### src/matrix_multiply_assert.svh
// Assertion macros for the matrix multiply block.
// Each macro expects a clock named clk and a synchronous reset named rst in scope.
`ifndef MATRIX_MULTIPLY_ASSERT_SVH
`define MATRIX_MULTIPLY_ASSERT_SVH

// Same-cycle implication, disabled during reset
`define MM_ASSERT_IMPL(label, ante, cons, msg) \
  label: assert property (@(posedge clk) disable iff (rst) (ante) |-> (cons)) \
    else $error(msg);

// Next-cycle implication, disabled during reset
`define MM_ASSERT_NEXT(label, ante, cons, msg) \
  label: assert property (@(posedge clk) disable iff (rst) (ante) |=> (cons)) \
    else $error(msg);

`endif

### src/mm_ram.sv
// Generic single-write, single-read RAM with a registered read port.
// No dependencies.
module mm_ram #(
  parameter int WIDTH = 32,
  parameter int DEPTH = 64
) (
  input  logic                     clk,
  input  logic                     we,
  input  logic [$clog2(DEPTH)-1:0] waddr,
  input  logic [WIDTH-1:0]         wdata,
  input  logic [$clog2(DEPTH)-1:0] raddr,
  output logic [WIDTH-1:0]         rdata
);

  logic [WIDTH-1:0] mem [DEPTH];

  // Write port and registered read
  always_ff @(posedge clk) begin
    if (we) begin
      mem[waddr] <= wdata;
    end
    rdata <= mem[raddr];
  end

endmodule

### config.mk
export PLATFORM = sky130hd
export DESIGN_NAME = mm_ram
export DESIGN_NICKNAME = d
export VERILOG_FILES = /design/src/matrix_multiply_assert.svh /design/src/mm_ram.sv
export SDC_FILE = /design/constraint.sdc
export NUM_CORES = 2
export LEC_CHECK = 0
export BUFFER_PORTS_ARGS = -buffer_cell sky130_fd_sc_hd__buf_2
export CAP_MARGIN = 20
export CORE_UTILIZATION = 35
export CTS_CLUSTER_DIAMETER = 60
export CTS_CLUSTER_SIZE = 12
export DETAILED_ROUTE_END_ITERATION = 6
export SYNTH_ARGS = -nofsm -noshare
export SYNTH_HDL_FRONTEND = slang
export SYNTH_SLANG_ARGS = --single-unit
### constraint.sdc
create_clock -name clk -period 5.9 [get_ports clk]
set_clock_uncertainty 0.05 [all_clocks]
set_input_delay 0.295 -clock clk [delete_from_list [all_inputs] [get_ports clk]]
set_output_delay 0.295 -clock clk [all_outputs]
set_load 0.02 [all_outputs]
==> results.cfg <==
[setup_path]
r2r_start = mem[38][2]
r2r_slack_ns = 3.31
startpoint_type = primary input
rr_endpoint = rdata[2]
crit_path_end_kind = flop
cp_max_fo = 67
worst_ep_arrival_time_ns = 3.63
cp.required_ns = 6.51
startpoint = raddr[0]
critical_path_class = in2reg
ff2ff_path_depth = 5

[power_and_ir_drop]
peakVddDrop_mv = 0.299
power_density_mw_per_mm2 = 334
leakage_nw = 27.3

[drt]
wl_um = 212000
wl_per_cell_um = 31.7
drt.antenna.violating_nets = 0
detail_route.vias_per_cell = 5.54
post-route-drc-count = 0
via_count = 37200
drt_pass1_iterations = 6
drt_iter0_drc = 5116

[sta]
fin_crit_sh_pct = 51.2
final-hold-violation-count = 0
finalSetupViolCount = 0
fin_tns_setup_ns = 0
rsz0062_at_grt = false
layout_setup_ws_ns = 2.88
worst_pin_slew_ns = 1.14
whs_ns = 0.0770
slew_violations = 0
slew_headroom_pct = 23.6
max_freq_mhz = 331
period_needed_ns = 3.02

[yosys]
postSynthAreaPerCell_um2 = 23.6
yosys_warnings = 0
synth-compound-area-share_pct = 1.67
syn_nets = 3370
synth_area_leaders = edfxtp_1 78%, mux4_2 16%, mux2i_1 1.2%, dfxtp_1 0.82%, o22ai_1 0.67%
synth-xor-area-share_pct = 0
synth_top_family_by_area = multiplexers
synth_area_mm2 = 0.0785
synthArstFlopShare_pct = 0
yosys.area.top_type = edfxtp_1
synth_seq_cells = 2080
synth.distinct_cells = 34
postSynthCellCount = 3324
synthFlopType = edfxtp_1
yosysTopAreaCellShare_pct = 78.3
synthSimpleGateAreaFrac_pct = 1.27
synth.area.mux_share_pct = 16.8
yosys.area_share.adder_pct = 0
ys_seq_area_share_pct = 79.1
synth_edf_count = 2048
synth_common_cells = 2048 x edfxtp_1, 544 x mux4_2, 137 x nor2_1, 93 x mux2i_1, 84 x o22ai_1
synth.most_common_cell = edfxtp_1

[finish]
finalInstanceArea_mm2 = 0.0895
nFillCells = 19500
fin_nets = 3623
area_delta_synth_final_pct = 14.0
drive_gt1_share_pct = 28.7

[floorplan]
dieArea_mm2 = 0.226
fp.dieW_um = 476
core_area_mm2 = 0.223
rows = 173
io_pins = 78
die_y_um = 476
start_util_pct = 35.3

[flow_run]
cap_violations = 0

[hold_path]
min-delay-start = wdata[4]
min_path_type = in2reg
holdPathStages = 2
min_to = mem[33][4]

[cts]
h-tree-depth = 4
hold_buffers = 0
postCtsSetupBuffers = 0
clock_path_buffers = 3
cts_tree = yes
clk_latency_ns = 0.83
cts_made_buffers = 197
cts_resized = 0
clock_sinks = 2080
cts.clk_slew.worst_paths_ns = 0.06
cts_root_buffer = clkbuf_16

[status]
outcome = complete, no violations

[place]
place_area_mm2 = 0.0835
gp_congestion = 0.782
place_ws_ns = 1.88
dp_hpwl_um = 119000
portBuffers = 77

[grt]
grt_max_degree = 83
grt_antenna_before_repair = 15
grt_pass1_vias = 37500
grt_pass1_wl_um = 297000
grt_usage_pct = 18.8
gr-total-overflow = 0
[worst max-delay path, stage by stage]
cell and delay, ns:
buf_8 0.57, buf_12 0.52, buf_4 0.51, mux4_2 0.57, o22ai_1 0.20, nor2_1 0.15, a21oi_1 0.53, nor2_1 0.09
[area by class of cell]
cell class / instances / area, um^2 / area share (%)
timing repair buffer: 236 / 1830 / 2.04
sequential: 2080 / 62100 / 69.4
tap: 2975 / 3720 / 4.16
antenna: 4 / 10.0 / 0.0112
clock inverter: 26 / 324 / 0.362
clock buffer: 326 / 5500 / 6.14
multi-input combinational: 1062 / 16000 / 17.8
[layer usage]
layer	vias to the layer above	global-route usage, %	share of wire [%]	wire (um)
met5	-	0	0.0061	13
met4	2	4.56	2.2	4710
met3	283	3.57	8.5	18100
met2	1708	29.5	47	101000
met1	20400	27.1	42	88900
li1	14800	-	-	-
[sequential cells by signal, summed over array words and instances (netlist names)]
signal / cells
mem: 2048
rdata: 32
[cells by family (layout without fill, tap and decap cells)]
group	after synthesis	after routing
mux	637	637
simple gates	223	223
flops	2080	2080
other cells	0	4
compound gates	202	202
buf+inv	182	588
[worst max path at each step]
stage	endpoint	slack [ns]	cells past startpoint
4_1_cts	rdata[2]	2.79	7
3_3_place_gp	rdata[2]	1.87	7
2_1_floorplan	mem[48][0]	2.40	4
6_report	rdata[11]	2.88	8
5_1_grt	rdata[23]	2.71	7
3_5_place_dp	rdata[2]	1.88	7
[cell usage in the layout, fill, tap and decap left out, drive strengths merged, types with 15 or more instances in the layout]
master	instances
o221ai	27
mux4	544
nand2	26
edfxtp	2048
dfxtp	32
clkbuf	326
nor2	137
nor2b	15
o22ai	84
a21oi	62
mux2i	93
buf	231
[through the flow]
step / instances / total power [W] / utilization, %
global route: 6707 / 0.0307 / 40.2
floorplan: 3324 / 0.0175 / -
global placement: 6340 / 0.0183 / 37.5
detailed placement: 6343 / 0.0184 / 37.5
finish: 6709 / 0.0299 / 40.2
CTS: 6695 / 0.0301 / 40.1
[power by group]
part           internal [W]  switching, W
Combinational      0.000557       0.00105
Sequential           0.0164     0.0000649
Clock               0.00641       0.00542
Power figures use the tool's default switching activity.
